File: config.mk
export PLATFORM = sky130hd
export DESIGN_NAME = argb_strip_frame_engine_flat
export DESIGN_NICKNAME = d
export VERILOG_FILES = /design/src/rtl/asfe_pkg.sv /design/src/rtl/asfe_in_if.sv /design/src/rtl/asfe_out_if.sv /design/src/rtl/asfe_ctrl.sv /design/src/rtl/asfe_dp.sv /design/src/rtl/argb_strip_frame_engine.sv /design/src/flat_wrapper.sv
export SDC_FILE = /design/constraint.sdc
export NUM_CORES = 2
export LEC_CHECK = 0
export BUFFER_PORTS_ARGS = -buffer_cell sky130_fd_sc_hd__buf_2
export CAP_MARGIN = 20
export CORE_MARGIN = 5
export CORE_UTILIZATION = 66
export DETAILED_ROUTE_END_ITERATION = 7
export GPL_TIMING_DRIVEN = 0
export PLACE_DENSITY_LB_ADDON = 0.15
export RECOVER_POWER = 50
export SLEW_MARGIN = 0
export SYNTH_ARGS = -nofsm -noshare
export SYNTH_HDL_FRONTEND = slang
export SYNTH_HIERARCHICAL = 1
export SYNTH_SLANG_ARGS = --single-unit
File: constraint.sdc
create_clock -name clk -period 14.8 [get_ports clk]
set_input_delay 1.48 -clock clk [delete_from_list [all_inputs] [get_ports clk]]
set_output_delay 1.48 -clock clk [all_outputs]
set_load 0.02 [all_outputs]
File: src/rtl/asfe_pkg.sv
// shared types and constants of the led strip frame engine
`timescale 1ns / 1ps
package asfe_pkg;

  localparam int OPC_W      = 4;
  localparam int PIX_W      = 6;
  localparam int CH_W       = 8;
  localparam int COL_W      = 3 * CH_W;
  localparam int CODE_W     = 8 * CH_W;
  localparam int CFG_IDX_W  = 1;
  localparam int CFG_DATA_W = 8;

  localparam logic [CH_W-1:0] ONE_SYM_RST  = 8'd248;
  localparam logic [CH_W-1:0] ZERO_SYM_RST = 8'd192;

  typedef enum logic [OPC_W-1:0] {
    OP_SET_LED     = 4'd0,
    OP_SET_ALL     = 4'd1,
    OP_LED_BRIGHT  = 4'd2,
    OP_ALL_BRIGHT  = 4'd3,
    OP_DIM         = 4'd4,
    OP_SHIFT_UP    = 4'd5,
    OP_SHIFT_DOWN  = 4'd6,
    OP_REFRESH     = 4'd7,
    OP_READ        = 4'd8
  } asfe_op_t;

  typedef enum logic [CFG_IDX_W-1:0] {
    CFG_ONE_SYM  = 1'b0,
    CFG_ZERO_SYM = 1'b1
  } asfe_cfg_t;

  typedef enum logic [2:0] {
    S_IDLE,
    S_RD,
    S_WR,
    S_MUL,
    S_EMIT
  } asfe_state_t;

  typedef struct packed {
    logic [OPC_W-1:0] opcode;
    logic [PIX_W-1:0] led_index;
    logic [CH_W-1:0]  red_in;
    logic [CH_W-1:0]  green_in;
    logic [CH_W-1:0]  blue_in;
    logic [CH_W-1:0]  amount;
  } asfe_in_t;

  typedef struct packed {
    logic [PIX_W-1:0]  pixel_number;
    logic [CH_W-1:0]   red_out;
    logic [CH_W-1:0]   green_out;
    logic [CH_W-1:0]   blue_out;
    logic [CH_W-1:0]   brightness_out;
    logic [CODE_W-1:0] green_code;
    logic [CODE_W-1:0] red_code;
    logic [CODE_W-1:0] blue_code;
    logic              last_pixel;
  } asfe_out_t;

  // controller to datapath
  typedef struct packed {
    logic load;
    logic rd;
    logic wr;
    logic mul;
    logic emit;
    logic cnt_inc;
  } asfe_cmd_t;

  // datapath to controller
  typedef struct packed {
    logic skip;
    logic emit_op;
    logic last_iter;
    logic out_free;
  } asfe_sts_t;

endpackage

File: src/rtl/asfe_in_if.sv
// command channel of the led strip frame engine
`timescale 1ns / 1ps
interface asfe_in_if;
  import asfe_pkg::*;

  logic              valid;
  logic              ready;
  logic [OPC_W-1:0]  opcode;
  logic [PIX_W-1:0]  led_index;
  logic [CH_W-1:0]   red_in;
  logic [CH_W-1:0]   green_in;
  logic [CH_W-1:0]   blue_in;
  logic [CH_W-1:0]   amount;

  modport source (
    output valid, opcode, led_index, red_in, green_in, blue_in, amount,
    input  ready
  );

  modport sink (
    input  valid, opcode, led_index, red_in, green_in, blue_in, amount,
    output ready
  );

endinterface

File: src/rtl/asfe_out_if.sv
// pixel result channel of the led strip frame engine
`timescale 1ns / 1ps
interface asfe_out_if;
  import asfe_pkg::*;

  logic              valid;
  logic              ready;
  logic [PIX_W-1:0]  pixel_number;
  logic [CH_W-1:0]   red_out;
  logic [CH_W-1:0]   green_out;
  logic [CH_W-1:0]   blue_out;
  logic [CH_W-1:0]   brightness_out;
  logic [CODE_W-1:0] green_code;
  logic [CODE_W-1:0] red_code;
  logic [CODE_W-1:0] blue_code;
  logic              last_pixel;

  modport source (
    output valid, pixel_number, red_out, green_out, blue_out, brightness_out,
           green_code, red_code, blue_code, last_pixel,
    input  ready
  );

  modport sink (
    input  valid, pixel_number, red_out, green_out, blue_out, brightness_out,
           green_code, red_code, blue_code, last_pixel,
    output ready
  );

endinterface

File: src/rtl/asfe_ctrl.sv
// sequencing state machine of the led strip frame engine
`timescale 1ns / 1ps
module asfe_ctrl (
  input  logic                 clk,
  input  logic                 rst_n,
  input  logic                 in_valid,
  output logic                 in_ready,
  output asfe_pkg::asfe_cmd_t  cmd,
  input  asfe_pkg::asfe_sts_t  sts
);
  import asfe_pkg::*;

  asfe_state_t state_r;
  asfe_state_t state_nxt;

  always_ff @(posedge clk) begin
    if (!rst_n) begin
      state_r <= S_IDLE;
    end else begin
      state_r <= state_nxt;
    end
  end

  always_comb begin
    state_nxt = state_r;
    unique case (state_r)
      S_IDLE: begin
        if (in_valid) begin
          state_nxt = S_RD;
        end
      end
      S_RD: begin
        priority if (sts.skip) begin
          state_nxt = S_IDLE;
        end else if (sts.emit_op) begin
          state_nxt = S_MUL;
        end else begin
          state_nxt = S_WR;
        end
      end
      S_WR: begin
        state_nxt = sts.last_iter ? S_IDLE : S_RD;
      end
      S_MUL: begin
        state_nxt = S_EMIT;
      end
      S_EMIT: begin
        if (sts.out_free) begin
          state_nxt = sts.last_iter ? S_IDLE : S_RD;
        end
      end
      default: begin
        state_nxt = S_IDLE;
      end
    endcase
  end

  always_comb begin
    cmd      = '0;
    in_ready = 1'b0;
    unique case (state_r)
      S_IDLE: begin
        in_ready = 1'b1;
        cmd.load = in_valid;
      end
      S_RD: begin
        cmd.rd = 1'b1;
      end
      S_WR: begin
        cmd.wr      = 1'b1;
        cmd.cnt_inc = !sts.last_iter;
      end
      S_MUL: begin
        cmd.mul = 1'b1;
      end
      S_EMIT: begin
        cmd.emit    = sts.out_free;
        cmd.cnt_inc = sts.out_free && !sts.last_iter;
      end
      default: begin
        cmd = '0;
      end
    endcase
  end

`ifndef SYNTH
  // one command at a time: no second word right after an accepted one
  a_one_cmd: assert property (@(posedge clk) disable iff (!rst_n)
    (in_valid && in_ready) |=> !in_ready)
    else $error("command accepted back to back");

  // a pixel is only pushed into a free output register
  a_emit_free: assert property (@(posedge clk) disable iff (!rst_n)
    cmd.emit |-> sts.out_free)
    else $error("output register overwritten");
`endif

endmodule

File: src/rtl/asfe_dp.sv
// stores, scaling and symbol coding of the led strip frame engine
`timescale 1ns / 1ps
module asfe_dp #(
  parameter int STRIP_LENGTH = 32
) (
  input  logic                             clk,
  input  logic                             rst_n,
  input  logic                             cfg_we,
  input  logic [asfe_pkg::CFG_IDX_W-1:0]   cfg_index,
  input  logic [asfe_pkg::CFG_DATA_W-1:0]  cfg_data,
  input  asfe_pkg::asfe_in_t               in_word,
  input  asfe_pkg::asfe_cmd_t              cmd,
  output asfe_pkg::asfe_sts_t              sts,
  output logic                             out_valid,
  input  logic                             out_ready,
  output asfe_pkg::asfe_out_t              out_word
);
  import asfe_pkg::*;

  localparam int AW = $clog2(STRIP_LENGTH);
  localparam int CW = $clog2(STRIP_LENGTH + 1);
  localparam logic [CW-1:0]  LAST_ALL   = CW'(STRIP_LENGTH - 1);
  localparam logic [CW-1:0]  LAST_SHIFT = CW'(STRIP_LENGTH - 2);
  localparam logic [PIX_W:0] LEN_PIX    = (PIX_W + 1)'(STRIP_LENGTH);
  localparam logic [AW:0]    LEN_ADDR   = (AW + 1)'(STRIP_LENGTH);

  function automatic logic [CH_W-1:0] scale_ch(input logic [CH_W-1:0] c,
                                               input logic [CH_W-1:0] b);
    logic [2*CH_W:0] p;
    p = (2*CH_W+1)'(c) * ((2*CH_W+1)'(b) + (2*CH_W+1)'(1));
    return p[2*CH_W-1:CH_W];
  endfunction

  // msb symbol lands in the top byte
  function automatic logic [CODE_W-1:0] sym_code(input logic [CH_W-1:0] v,
                                                 input logic [CH_W-1:0] one_sym,
                                                 input logic [CH_W-1:0] zero_sym);
    logic [CODE_W-1:0] code;
    code = '0;
    for (int k = 0; k < CH_W; k++) begin
      code[CH_W*k +: CH_W] = v[k] ? one_sym : zero_sym;
    end
    return code;
  endfunction

  logic [CH_W-1:0]  one_sym_r;
  logic [CH_W-1:0]  zero_sym_r;

  logic [OPC_W-1:0] op_r;
  logic [PIX_W-1:0] idx_r;
  logic [COL_W-1:0] col_r;
  logic [CH_W-1:0]  amt_r;
  logic [CW-1:0]    cnt_r;

  logic [COL_W-1:0] cmem [STRIP_LENGTH];
  logic [CH_W-1:0]  bmem [STRIP_LENGTH];
  logic [STRIP_LENGTH-1:0] cval_r;
  logic [STRIP_LENGTH-1:0] bval_r;

  logic [COL_W-1:0] crd_r;
  logic [CH_W-1:0]  brd_r;
  logic             crdv_r;
  logic             brdv_r;

  logic [CH_W-1:0]  sr_r;
  logic [CH_W-1:0]  sg_r;
  logic [CH_W-1:0]  sb_r;

  logic             out_valid_r;
  asfe_out_t        out_r;

  asfe_op_t         op;
  logic             in_range;
  logic [AW-1:0]    ra;
  logic [AW-1:0]    wa;
  logic [CW-1:0]    last_cnt;
  logic [CW-1:0]    cnt_up;
  logic [CW-1:0]    cnt_up_m1;
  logic [CW-1:0]    cnt_nx;
  logic             skip;
  logic             emit_op;
  logic             stored;
  logic             cwe;
  logic             bwe;
  logic [COL_W-1:0] cwd;
  logic [CH_W-1:0]  bwd;
  logic [COL_W-1:0] ceff;
  logic [CH_W-1:0]  beff;
  logic [CH_W-1:0]  dimmed;
  logic             last_iter;
  logic             out_free;

  // never-written entries read as zero
  assign ceff   = crdv_r ? crd_r : '0;
  assign beff   = brdv_r ? brd_r : '0;
  assign dimmed = (beff > amt_r) ? (beff - amt_r) : '0;

  assign op        = asfe_op_t'(op_r);
  assign in_range  = {1'b0, idx_r} < LEN_PIX;
  assign cnt_up    = LAST_ALL - cnt_r;
  assign cnt_up_m1 = cnt_up - CW'(1);
  assign cnt_nx    = cnt_r + CW'(1);

  always_comb begin
    ra       = idx_r[AW-1:0];
    wa       = idx_r[AW-1:0];
    last_cnt = '0;
    skip     = 1'b0;
    emit_op  = 1'b0;
    stored   = 1'b0;
    cwe      = 1'b0;
    bwe      = 1'b0;
    cwd      = col_r;
    bwd      = amt_r;
    unique case (op)
      OP_SET_LED: begin
        skip = !in_range;
        cwe  = 1'b1;
      end
      OP_SET_ALL: begin
        ra       = cnt_r[AW-1:0];
        wa       = cnt_r[AW-1:0];
        last_cnt = LAST_ALL;
        cwe      = 1'b1;
      end
      OP_LED_BRIGHT: begin
        skip = !in_range;
        bwe  = 1'b1;
      end
      OP_ALL_BRIGHT: begin
        ra       = cnt_r[AW-1:0];
        wa       = cnt_r[AW-1:0];
        last_cnt = LAST_ALL;
        bwe      = 1'b1;
      end
      OP_DIM: begin
        ra       = cnt_r[AW-1:0];
        wa       = cnt_r[AW-1:0];
        last_cnt = LAST_ALL;
        bwe      = 1'b1;
        bwd      = dimmed;
      end
      OP_SHIFT_UP: begin
        // walk from the top down so each source is read before it is overwritten
        ra       = cnt_up_m1[AW-1:0];
        wa       = cnt_up[AW-1:0];
        last_cnt = LAST_SHIFT;
        cwe      = 1'b1;
        cwd      = ceff;
      end
      OP_SHIFT_DOWN: begin
        ra       = cnt_nx[AW-1:0];
        wa       = cnt_r[AW-1:0];
        last_cnt = LAST_SHIFT;
        cwe      = 1'b1;
        cwd      = ceff;
      end
      OP_REFRESH: begin
        ra       = cnt_r[AW-1:0];
        wa       = cnt_r[AW-1:0];
        last_cnt = LAST_ALL;
        emit_op  = 1'b1;
      end
      OP_READ: begin
        skip    = !in_range;
        emit_op = 1'b1;
        stored  = 1'b1;
      end
      default: begin
        skip = 1'b1;
      end
    endcase
  end

  assign last_iter = (cnt_r == last_cnt);
  assign out_free  = !out_valid_r || out_ready;

  assign sts.skip      = skip;
  assign sts.emit_op   = emit_op;
  assign sts.last_iter = last_iter;
  assign sts.out_free  = out_free;

  always_ff @(posedge clk) begin
    if (!rst_n) begin
      one_sym_r  <= ONE_SYM_RST;
      zero_sym_r <= ZERO_SYM_RST;
    end else if (cfg_we) begin
      if (cfg_index == CFG_ONE_SYM) begin
        one_sym_r <= cfg_data;
      end else if (cfg_index == CFG_ZERO_SYM) begin
        zero_sym_r <= cfg_data;
      end
    end
  end

  always_ff @(posedge clk) begin
    if (!rst_n) begin
      cnt_r       <= '0;
      cval_r      <= '0;
      bval_r      <= '0;
      out_valid_r <= 1'b0;
    end else begin
      if (cmd.load) begin
        cnt_r <= '0;
      end else if (cmd.cnt_inc) begin
        cnt_r <= cnt_nx;
      end
      if (cmd.wr && cwe) begin
        cval_r[wa] <= 1'b1;
      end
      if (cmd.wr && bwe) begin
        bval_r[wa] <= 1'b1;
      end
      if (cmd.emit) begin
        out_valid_r <= 1'b1;
      end else if (out_ready) begin
        out_valid_r <= 1'b0;
      end
    end
  end

  always_ff @(posedge clk) begin
    if (cmd.load) begin
      op_r  <= in_word.opcode;
      idx_r <= in_word.led_index;
      col_r <= {in_word.red_in, in_word.green_in, in_word.blue_in};
      amt_r <= in_word.amount;
    end
  end

  // colour and brightness stores, one write and one registered read each
  always_ff @(posedge clk) begin
    if (cmd.wr && cwe) begin
      cmem[wa] <= cwd;
    end
    if (cmd.rd) begin
      crd_r  <= cmem[ra];
      crdv_r <= cval_r[ra];
    end
  end

  always_ff @(posedge clk) begin
    if (cmd.wr && bwe) begin
      bmem[wa] <= bwd;
    end
    if (cmd.rd) begin
      brd_r  <= bmem[ra];
      brdv_r <= bval_r[ra];
    end
  end

  always_ff @(posedge clk) begin
    if (cmd.mul) begin
      sr_r <= scale_ch(ceff[3*CH_W-1:2*CH_W], beff);
      sg_r <= scale_ch(ceff[2*CH_W-1:CH_W], beff);
      sb_r <= scale_ch(ceff[CH_W-1:0], beff);
    end
  end

  always_ff @(posedge clk) begin
    if (cmd.emit) begin
      out_r.pixel_number   <= PIX_W'(ra);
      out_r.red_out        <= stored ? ceff[3*CH_W-1:2*CH_W] : sr_r;
      out_r.green_out      <= stored ? ceff[2*CH_W-1:CH_W] : sg_r;
      out_r.blue_out       <= stored ? ceff[CH_W-1:0] : sb_r;
      out_r.brightness_out <= beff;
      out_r.green_code     <= sym_code(sg_r, one_sym_r, zero_sym_r);
      out_r.red_code       <= sym_code(sr_r, one_sym_r, zero_sym_r);
      out_r.blue_code      <= sym_code(sb_r, one_sym_r, zero_sym_r);
      out_r.last_pixel     <= last_iter;
    end
  end

  assign out_valid = out_valid_r;
  assign out_word  = out_r;

`ifndef SYNTH
  // every store write lands inside the strip
  a_wr_addr: assert property (@(posedge clk) disable iff (!rst_n)
    (cmd.wr && (cwe || bwe)) |-> ({1'b0, wa} < LEN_ADDR))
    else $error("store write beyond strip");

  // the walk counter stays within the strip
  a_cnt_range: assert property (@(posedge clk) disable iff (!rst_n)
    cnt_r <= LAST_ALL)
    else $error("walk counter overran");
`endif

endmodule

File: src/rtl/argb_strip_frame_engine.sv
// top level of the led strip frame engine
// single set commands: a read state, then a write state, then ready again; an index beyond the strip skips the write
// set all, brightness all, dim and shifts: a read, then a write per store entry
// refresh: each led passes the read port, the scale multipliers and the output register,
// and can stall on the sink; read back likewise gives one pixel
// synchronous active-low reset: stores read as zero, symbols return to 248 and 192
`timescale 1ns / 1ps
module argb_strip_frame_engine #(
  parameter int STRIP_LENGTH = 32
) (
  input  logic                             clk,
  input  logic                             rst_n,
  asfe_in_if.sink                          in_ch,
  asfe_out_if.source                       out_ch,
  input  logic                             cfg_we,
  input  logic [asfe_pkg::CFG_IDX_W-1:0]   cfg_index,
  input  logic [asfe_pkg::CFG_DATA_W-1:0]  cfg_data
);
  import asfe_pkg::*;

  asfe_in_t  in_word;
  asfe_out_t out_word;
  asfe_cmd_t cmd;
  asfe_sts_t sts;
  logic      in_ready;
  logic      out_valid;

  assign in_word.opcode    = in_ch.opcode;
  assign in_word.led_index = in_ch.led_index;
  assign in_word.red_in    = in_ch.red_in;
  assign in_word.green_in  = in_ch.green_in;
  assign in_word.blue_in   = in_ch.blue_in;
  assign in_word.amount    = in_ch.amount;
  assign in_ch.ready       = in_ready;

  asfe_ctrl u_ctrl (
    .clk      (clk),
    .rst_n    (rst_n),
    .in_valid (in_ch.valid),
    .in_ready (in_ready),
    .cmd      (cmd),
    .sts      (sts)
  );

  asfe_dp #(
    .STRIP_LENGTH (STRIP_LENGTH)
  ) u_dp (
    .clk       (clk),
    .rst_n     (rst_n),
    .cfg_we    (cfg_we),
    .cfg_index (cfg_index),
    .cfg_data  (cfg_data),
    .in_word   (in_word),
    .cmd       (cmd),
    .sts       (sts),
    .out_valid (out_valid),
    .out_ready (out_ch.ready),
    .out_word  (out_word)
  );

  assign out_ch.valid          = out_valid;
  assign out_ch.pixel_number   = out_word.pixel_number;
  assign out_ch.red_out        = out_word.red_out;
  assign out_ch.green_out      = out_word.green_out;
  assign out_ch.blue_out       = out_word.blue_out;
  assign out_ch.brightness_out = out_word.brightness_out;
  assign out_ch.green_code     = out_word.green_code;
  assign out_ch.red_code       = out_word.red_code;
  assign out_ch.blue_code      = out_word.blue_code;
  assign out_ch.last_pixel     = out_word.last_pixel;

endmodule
File: src/flat_wrapper.sv
// flat-port wrapper written by rule: the top's interface ports become plain ports
module argb_strip_frame_engine_flat import asfe_pkg::*;
#(
  parameter int STRIP_LENGTH = 32
)
  (clk, rst_n, cfg_we, cfg_index, cfg_data, in_ch_valid, in_ch_opcode, in_ch_led_index, in_ch_red_in, in_ch_green_in, in_ch_blue_in, in_ch_amount, in_ch_ready, out_ch_valid, out_ch_pixel_number, out_ch_red_out, out_ch_green_out, out_ch_blue_out, out_ch_brightness_out, out_ch_green_code, out_ch_red_code, out_ch_blue_code, out_ch_last_pixel, out_ch_ready);
  asfe_in_if in_ch_i ();
  asfe_out_if out_ch_i ();
  input  logic clk;
  input  logic rst_n;
  input  logic cfg_we;
  input  logic [asfe_pkg::CFG_IDX_W-1:0] cfg_index;
  input  logic [asfe_pkg::CFG_DATA_W-1:0] cfg_data;
  input wire logic [$bits(in_ch_i.valid)-1:0] in_ch_valid;
  input wire logic [$bits(in_ch_i.opcode)-1:0] in_ch_opcode;
  input wire logic [$bits(in_ch_i.led_index)-1:0] in_ch_led_index;
  input wire logic [$bits(in_ch_i.red_in)-1:0] in_ch_red_in;
  input wire logic [$bits(in_ch_i.green_in)-1:0] in_ch_green_in;
  input wire logic [$bits(in_ch_i.blue_in)-1:0] in_ch_blue_in;
  input wire logic [$bits(in_ch_i.amount)-1:0] in_ch_amount;
  output wire logic [$bits(in_ch_i.ready)-1:0] in_ch_ready;
  output wire logic [$bits(out_ch_i.valid)-1:0] out_ch_valid;
  output wire logic [$bits(out_ch_i.pixel_number)-1:0] out_ch_pixel_number;
  output wire logic [$bits(out_ch_i.red_out)-1:0] out_ch_red_out;
  output wire logic [$bits(out_ch_i.green_out)-1:0] out_ch_green_out;
  output wire logic [$bits(out_ch_i.blue_out)-1:0] out_ch_blue_out;
  output wire logic [$bits(out_ch_i.brightness_out)-1:0] out_ch_brightness_out;
  output wire logic [$bits(out_ch_i.green_code)-1:0] out_ch_green_code;
  output wire logic [$bits(out_ch_i.red_code)-1:0] out_ch_red_code;
  output wire logic [$bits(out_ch_i.blue_code)-1:0] out_ch_blue_code;
  output wire logic [$bits(out_ch_i.last_pixel)-1:0] out_ch_last_pixel;
  input wire logic [$bits(out_ch_i.ready)-1:0] out_ch_ready;
  assign in_ch_i.valid = in_ch_valid;
  assign in_ch_i.opcode = in_ch_opcode;
  assign in_ch_i.led_index = in_ch_led_index;
  assign in_ch_i.red_in = in_ch_red_in;
  assign in_ch_i.green_in = in_ch_green_in;
  assign in_ch_i.blue_in = in_ch_blue_in;
  assign in_ch_i.amount = in_ch_amount;
  assign in_ch_ready = in_ch_i.ready;
  assign out_ch_valid = out_ch_i.valid;
  assign out_ch_pixel_number = out_ch_i.pixel_number;
  assign out_ch_red_out = out_ch_i.red_out;
  assign out_ch_green_out = out_ch_i.green_out;
  assign out_ch_blue_out = out_ch_i.blue_out;
  assign out_ch_brightness_out = out_ch_i.brightness_out;
  assign out_ch_green_code = out_ch_i.green_code;
  assign out_ch_red_code = out_ch_i.red_code;
  assign out_ch_blue_code = out_ch_i.blue_code;
  assign out_ch_last_pixel = out_ch_i.last_pixel;
  assign out_ch_i.ready = out_ch_ready;
  argb_strip_frame_engine #(.STRIP_LENGTH(STRIP_LENGTH)) u_core (.clk(clk), .rst_n(rst_n), .in_ch(in_ch_i), .out_ch(out_ch_i), .cfg_we(cfg_we), .cfg_index(cfg_index), .cfg_data(cfg_data));
endmodule
**Word-level counts from Yosys, hierarchy flattened**

Memory sizes are Yosys's and may differ from the RTL's. A register that Yosys moved wholly into a read port is not among the register bits.
Cells that the tools add are included.

- Bits in registers: 388
- Bits in writable memories: 1024
- Input port bits: 56
- Output and inout bits: 233
- Word-level logic and storage cells: 147
- Memories kept: 2

- Add/sub/neg operators: 5
- Multipliers: 3
- $lt $le $gt $ge: 5
- Equal/unequal tests: 15
- Multiplexer cells: 65
- Bitwise gates (word level): 4
- Reduce and logical (&&, ||, !) cells: 23

Memories:

| memory | words | width | rd ports | clocked after memory_dff | write ports | line | text |
|---|---|---|---|---|---|---|---|
| u_core.u_dp.cmem | 32 | 24 | 1 | 1 | 1 | asfe_dp.sv:55 | `logic [COL_W-1:0] cmem [STRIP_LENGTH];` |
| u_core.u_dp.bmem | 32 | 8 | 1 | 1 | 1 | asfe_dp.sv:56 | `logic [CH_W-1:0] bmem [STRIP_LENGTH];` |

Operators with widths:

| cell | number |
|---|---|
| 2-to-1 mux 8 bit | 30 |
| OR 32 bit | 2 |
| 2-to-1 mux 24 bit | 2 |
| multiplier 8 x 17 -> 16 bit | 2 |
| 2-to-1 mux 1 bit | 21 |
| case mux 5 bit (2 select lines) | 2 |
| equality test 4 x 3 -> 1 bit, second input constant | 4 |
| multiplier 8 x 9 -> 16 bit | 1 |
| case mux 3 bit (5 select lines) | 1 |
| case mux 5 bit (3 select lines) | 1 |
| less-than comparator 5 x 6 -> 1 bit, second input constant | 2 |
| binary-select mux 1 bit (select 5 bit) | 2 |
| adder 8 x 1 -> 9 bit, second input constant | 1 |
| equality test 4 x 2 -> 1 bit, second input constant | 2 |
| greater-than comparator 8 bit | 1 |
| OR reduction 4 bit | 2 |
| subtractor 8 bit | 1 |
| adder 6 x 1 -> 6 bit, second input constant | 1 |
| equality test 3 x 2 -> 1 bit, second input constant | 2 |
| equality test 6 x 5 -> 1 bit | 1 |
| less-than comparator 6 bit, second input constant | 1 |
| 2-to-1 mux 3 bit | 2 |
| AND reduction 2 bit | 3 |
| OR reduction 2 bit | 3 |
| 21 further kinds | 30 |

**Logic depth before layout (Yosys ltp)**

- Depth in word-level cells: 8
- Depth in mapped cells: 26
- Gate-level depth less buffers: 23

**Hierarchy**

Netlist, hierarchy kept.

Modules (own cells, without submodules):

| module | times used | cells each | area each (µm²) | sequential area each (µm²) |
|---|---|---|---|---|
| asfe_dp | 1 | 4364 | 64071.4 | 42400.7 |
| asfe_ctrl | 1 | 23 | 212.7 | 60.1 |

**Worst setup path before layout**

OpenSTA, ideal clock, no wires.

- Path kind: register to register
- Start point: register u_core.u_dp.brdv_r
- End point: register u_core.u_dp.sb_r[6], data pin
- Library setup time: 0.262 ns
- Arrival: 6.107 ns
- Data required time: 14.538 ns
- Path slack: 8.430 ns
- Stages on the path, launching flop included: 26
- Buffers on the path: 4
- Clock period less this slack: 6.370 ns
- Path through: edfxtp_1 > clkbuf_1 > nand2_1 > inv_1 > clkbuf_1 > ha_1 > nand3_1 > nor2_1 > xnor2_1 > nand2b_1 > clkbuf_1 > clkbuf_1 > nor2_1 > fa_1 > inv_1 > fa_1 > fa_1 > fa_1 > inv_1 > ha_1 > or2_2 > a21oi_1 > a21oi_1 > a211oi_1 > o21bai_1 > xor2_1

- Longest elaborated chain between the ends: 3

RTL lines:

| what | line | text |
|---|---|---|
| from (decl) | asfe_dp.sv:63 | `logic brdv_r;` |
| from (signal assigned) | asfe_dp.sv:248 | `brdv_r <= bval_r[ra];` |
| 2-to-1 mux 8 bit | asfe_dp.sv:95 | `assign beff = brdv_r ? brd_r : '0;` |
| net u_core.u_dp.beff[0] | asfe_dp.sv:88 | `logic [CH_W-1:0] beff;` |
| adder 8 x 1 -> 9 bit | asfe_dp.sv:30 | `p = (2*CH_W+1)'(c) * ((2*CH_W+1)'(b) + (2*CH_W+1)'(1));` |
| multiplier 8 x 9 -> 16 bit | asfe_dp.sv:30 |  |
| to (signal assigned) | asfe_dp.sv:256 | `sb_r <= scale_ch(ceff[CH_W-1:0], beff);` |
| to (decl) | asfe_dp.sv:67 | `logic [CH_W-1:0] sb_r;` |

The timed path passes the listed nets, and every way through them passes these cells.
A chain may end at the register's enable or synchronous reset.

**Final worst setup path**

Ends and elaborated chain as after synthesis.

==> results.json <==
{
  "clk_transition_reported_paths_ns": 0.06,
  "start_kind": "register",
  "cts_num_sinks": 1444,
  "max_slew_margin_pct": -173.9,
  "final_cell_count_no_fill": 6267,
  "die-area_mm2": 0.1037,
  "initial_antenna_violation_count": 7,
  "timing.final.crit_period_ns": 8.522,
  "final.period_utilization_pct": 57.58,
  "hpwlAfterDp_mm": 128.5,
  "floorplan.io_pins": 289,
  "synth.yosys.seq_area_share_pct": 66.05,
  "worst_skew_pair.late_latency_ns": 0.76,
  "synth_most_common_cell": "edfxtp_1",
  "net-switching-power_mw": 2.452,
  "power_per_cell_area_mw_per_mm2": 130.7,
  "num_vias": 41790,
  "setup_viol_count_final": 0,
  "finish.utilization_pct": 74.93,
  "grt_first_pass_wirelength_mm": 263.8,
  "drive_gt1_share_pct": 14.17,
  "syn-num-nets": 4670,
  "post_synthesis_instance_area_mm2": 0.06428,
  "yosysTopAreaCell": "edfxtp_1",
  "tightestPinTransition_ns": 4.109,
  "synth_largest_type_area_fraction_pct": 63.25,
  "first_global_vias": 41820,
  "seq_power_share_pct": 48.4,
  "synth_async_sr_flop_share_pct": 0,
  "ys_top_cells_by_area": "edfxtp_1 63%, mux4_2 4.5%, fa_1 3.8%",
  "clockRootBuffer": "clkbuf_16",
  "p_int_mw": 7.019,
  "areaGrowthSynthToFinish_pct": 12.72,
  "violations": "max-capacitance violations, max-slew violations",
  "totalNegativeSetupSlack_ns": 0,
  "power.share.switching_pct": 25.89,
  "die_height_um": 322.1,
  "postSynthRegisterBits": 1444,
  "core.rowCount": 114,
  "placement.io_buffers": 287,
  "timing.critical_path.required_ns": 15.29,
  "worst_ep_arrival_time_ns": 9.01,
  "cts_max_path_buffers": 3,
  "antenna_left": 0,
  "final-max-slew-violation-count": 313,
  "grt_setup_unrepaired": "false",
  "global_route.peak_usage_layer": "met2",
  "clock_power_share_pct": 37.3,
  "cts_tree": "built",
  "syn-instance-count": 4387,
  "final_nets": 5158,
  "timing.max_cap.violations": 9,
  "static-leakage-power_nw": 24.89,
  "ys_top_cells_by_count": "1354 x edfxtp_1, 547 x nand2_1, 256 x clkbuf_1",
  "ys.flop_type": "edfxtp_1",
  "detailedRoute.firstIterationViolations": 5368,
  "post-cts-setup-buffers": 0,
  "routed_via_density": 6.669,
  "synth-warning-count": 6,
  "distinct_cells_synth": 74,
  "dpl.cell_count": 6007,
  "gr-usage-met1_pct": 43.92,
  "met2_usage_pct": 58.04,
  "crit_fanout": 11,
  "grt_util_all_layers_pct": 34.61,
  "clock.fmax_mhz": 117.3,
  "largest_net_degree_at_the_start_of_global_routing": 80,
  "postRouteWirelength_mm": 181.2,
  "final_hold_viol_count": 0,
  "gp_congestion": 0.9384,
  "syn_avg_cell_area_um2": 14.65,
  "chipWidth_um": 322.1,
  "starting_density_of_the_core_pct": 66.47,
  "hold_class": "register to register",
  "cts_resized": 0,
  "end_kind": "register",
  "wl_per_cell_um": 28.91,
  "largest_voltage_drop_on_the_vdd_net_mv": 0.1294,
  "number_of_optimization_iterations_in_the_first_detailed_route_pass": 6,
  "drc": 0,
  "final.setup_skew_ns": 0.03906,
  "status": "finished, violations left",
  "cts-htree-levels": 4,
  "overflow": 0,
  "rrSetupSlack_ns": 6.28,
  "core_area_mm2": 0.09671,
  "numCtsBuffers": 142,
  "hold_buffers": 0,
  "grt_use_met3_pct": 6.767,
  "synth_enable_flop_cells": 1354,
  "combPwrFrac_pct": 14.3,
  "path_class": "register to register"
}
path summary, 6_finish.rpt:
| kind | start | end | cells after the start |
|---|---|---|---|
| worst max-delay path | u_core/u_dp/brdv_r | u_core/u_dp/sb_r[6] | 25 |
| worst min-delay path | u_core/u_dp/bval_r[5] | u_core/u_dp/bval_r[5] | 1 |
| worst max register to register | u_core/u_dp/brdv_r | u_core/u_dp/sb_r[6] | 25 |
| worst min register to register | u_core/u_dp/bval_r[5] | u_core/u_dp/bval_r[5] | 1 |
critical path: stages (launching register included):
cell and delay (ns):
edfxtp_1 0.50, clkbuf_1 0.31, nand2_1 0.37, inv_1 0.37, clkbuf_1 0.67, ha_1 0.44
nand3_1 0.17, nor2_1 0.17, xnor2_1 0.15, nand2b_1 0.13, clkbuf_1 0.58, clkbuf_1 0.56
nor2_1 0.14, fa_1 0.57, inv_1 0.06, fa_1 0.55, fa_1 0.43, fa_1 0.52
inv_1 0.05, ha_1 0.31, or2_2 0.28, a21oi_1 0.16, a21oi_1 0.12, a211oi_1 0.35
o21bai_1 0.14, xor2_1 0.16
power by group through the flow:
| stage | sequential, mW | clock, mW | combinational [mW] |
|---|---|---|---|
| 6_report | 4.59 | 3.53 | 1.35 |
| 4_1_cts | 4.58 | 3.56 | 1.34 |
| 2_1_floorplan | 4.66 | 0 | 0.800 |
| 3_3_place_gp | 4.68 | 0 | 1.24 |
| 5_1_grt | 4.59 | 3.74 | 1.43 |
| 3_5_place_dp | 4.67 | 0 | 1.33 |
cell families after synthesis:
family | after synthesis | synth area share, %
AOI/OAI and AO/OA | 702 | 8.698
other | 1 | 0.005833
buffers and inverters | 487 | 3.005
adders and majority gates | 227 | 5.831
DFF | 1444 | 66.05
and+or+nand+nor | 1151 | 7.801
xor gates and xnor gates | 50 | 0.6812
muxes | 325 | 7.926
cell usage in the layout, fill, tap and decap left out, types with 14 or more instances in the layout:
master     instances
dfxtp_1           90
nor2_4            24
nand2_1          547
a311o_1           72
clkbuf_16        148
xnor2_1           30
buf_1             15
inv_1            162
ha_1             106
clkbuf_1         555
o21ai_0           65
clkinv_2          25
nand4_1           36
fa_1             121
buf_2             87
o21a_1            74
xor2_1            20
a211oi_1         110
mux4_2           128
edfxtp_1        1354
a21boi_0          14
mux2_2           190
nand2b_1          21
a22oi_1           30
clkinv_1          33
nor3_1            14
a31o_1            16
nor2_1           214
a31oi_1           65
and3_1            30
a311oi_1          34
o31a_1           100
a21oi_1           15
o221a_1           34
nand3_1          192
a31o_2            18
state kept, by name, summed over array words and instances (netlist names), 24 cells and up:
| register | cells |
|---|---|
| u_core/u_dp/cval_r | 32 |
| u_core/u_dp/out_word | 230 |
| u_core/u_dp/bval_r | 32 |
| u_core/u_dp/crd_r | 24 |
| u_core/u_dp/col_r | 24 |
| u_core/u_dp/cmem | 768 |
| u_core/u_dp/bmem | 256 |
layer usage:
layer / wire [um] / up-vias
met1: 62960 / 20750
met4: 10400 / 6
li1: - / 17680
met3: 19160 / 572
met2: 88630 / 2787
met5: 41 / -
cell type report:
class / instances / area (um^2)
fillers: 6039 / 24250
diodes: 1 / 2.502
repair buffers: 344 / 1872
well taps: 1276 / 1597
inverters: 165 / 619.3
clock inverters: 76 / 663.1
flip-flops and latches: 1444 / 42460
multi-input cells: 2456 / 20090
plain buffers: 322 / 1305
clock buffers: 183 / 3855
per-stage QoR:
stage          setup WS (ns)  power, mW  hold WS, ns  area, um^2
3_5_place_dp           6.493      5.995       0.4497       68720
2_1_floorplan          8.430      5.463       0.4354       64280
4_1_cts                6.462      9.476       0.4665       73240
3_3_place_gp           6.527      5.928       0.4417       67320
6_report               6.278      9.471       0.4662       72460
5_1_grt                6.019      9.758       0.4776       72460
No activity file was read; power rests on OpenSTA's default activity.
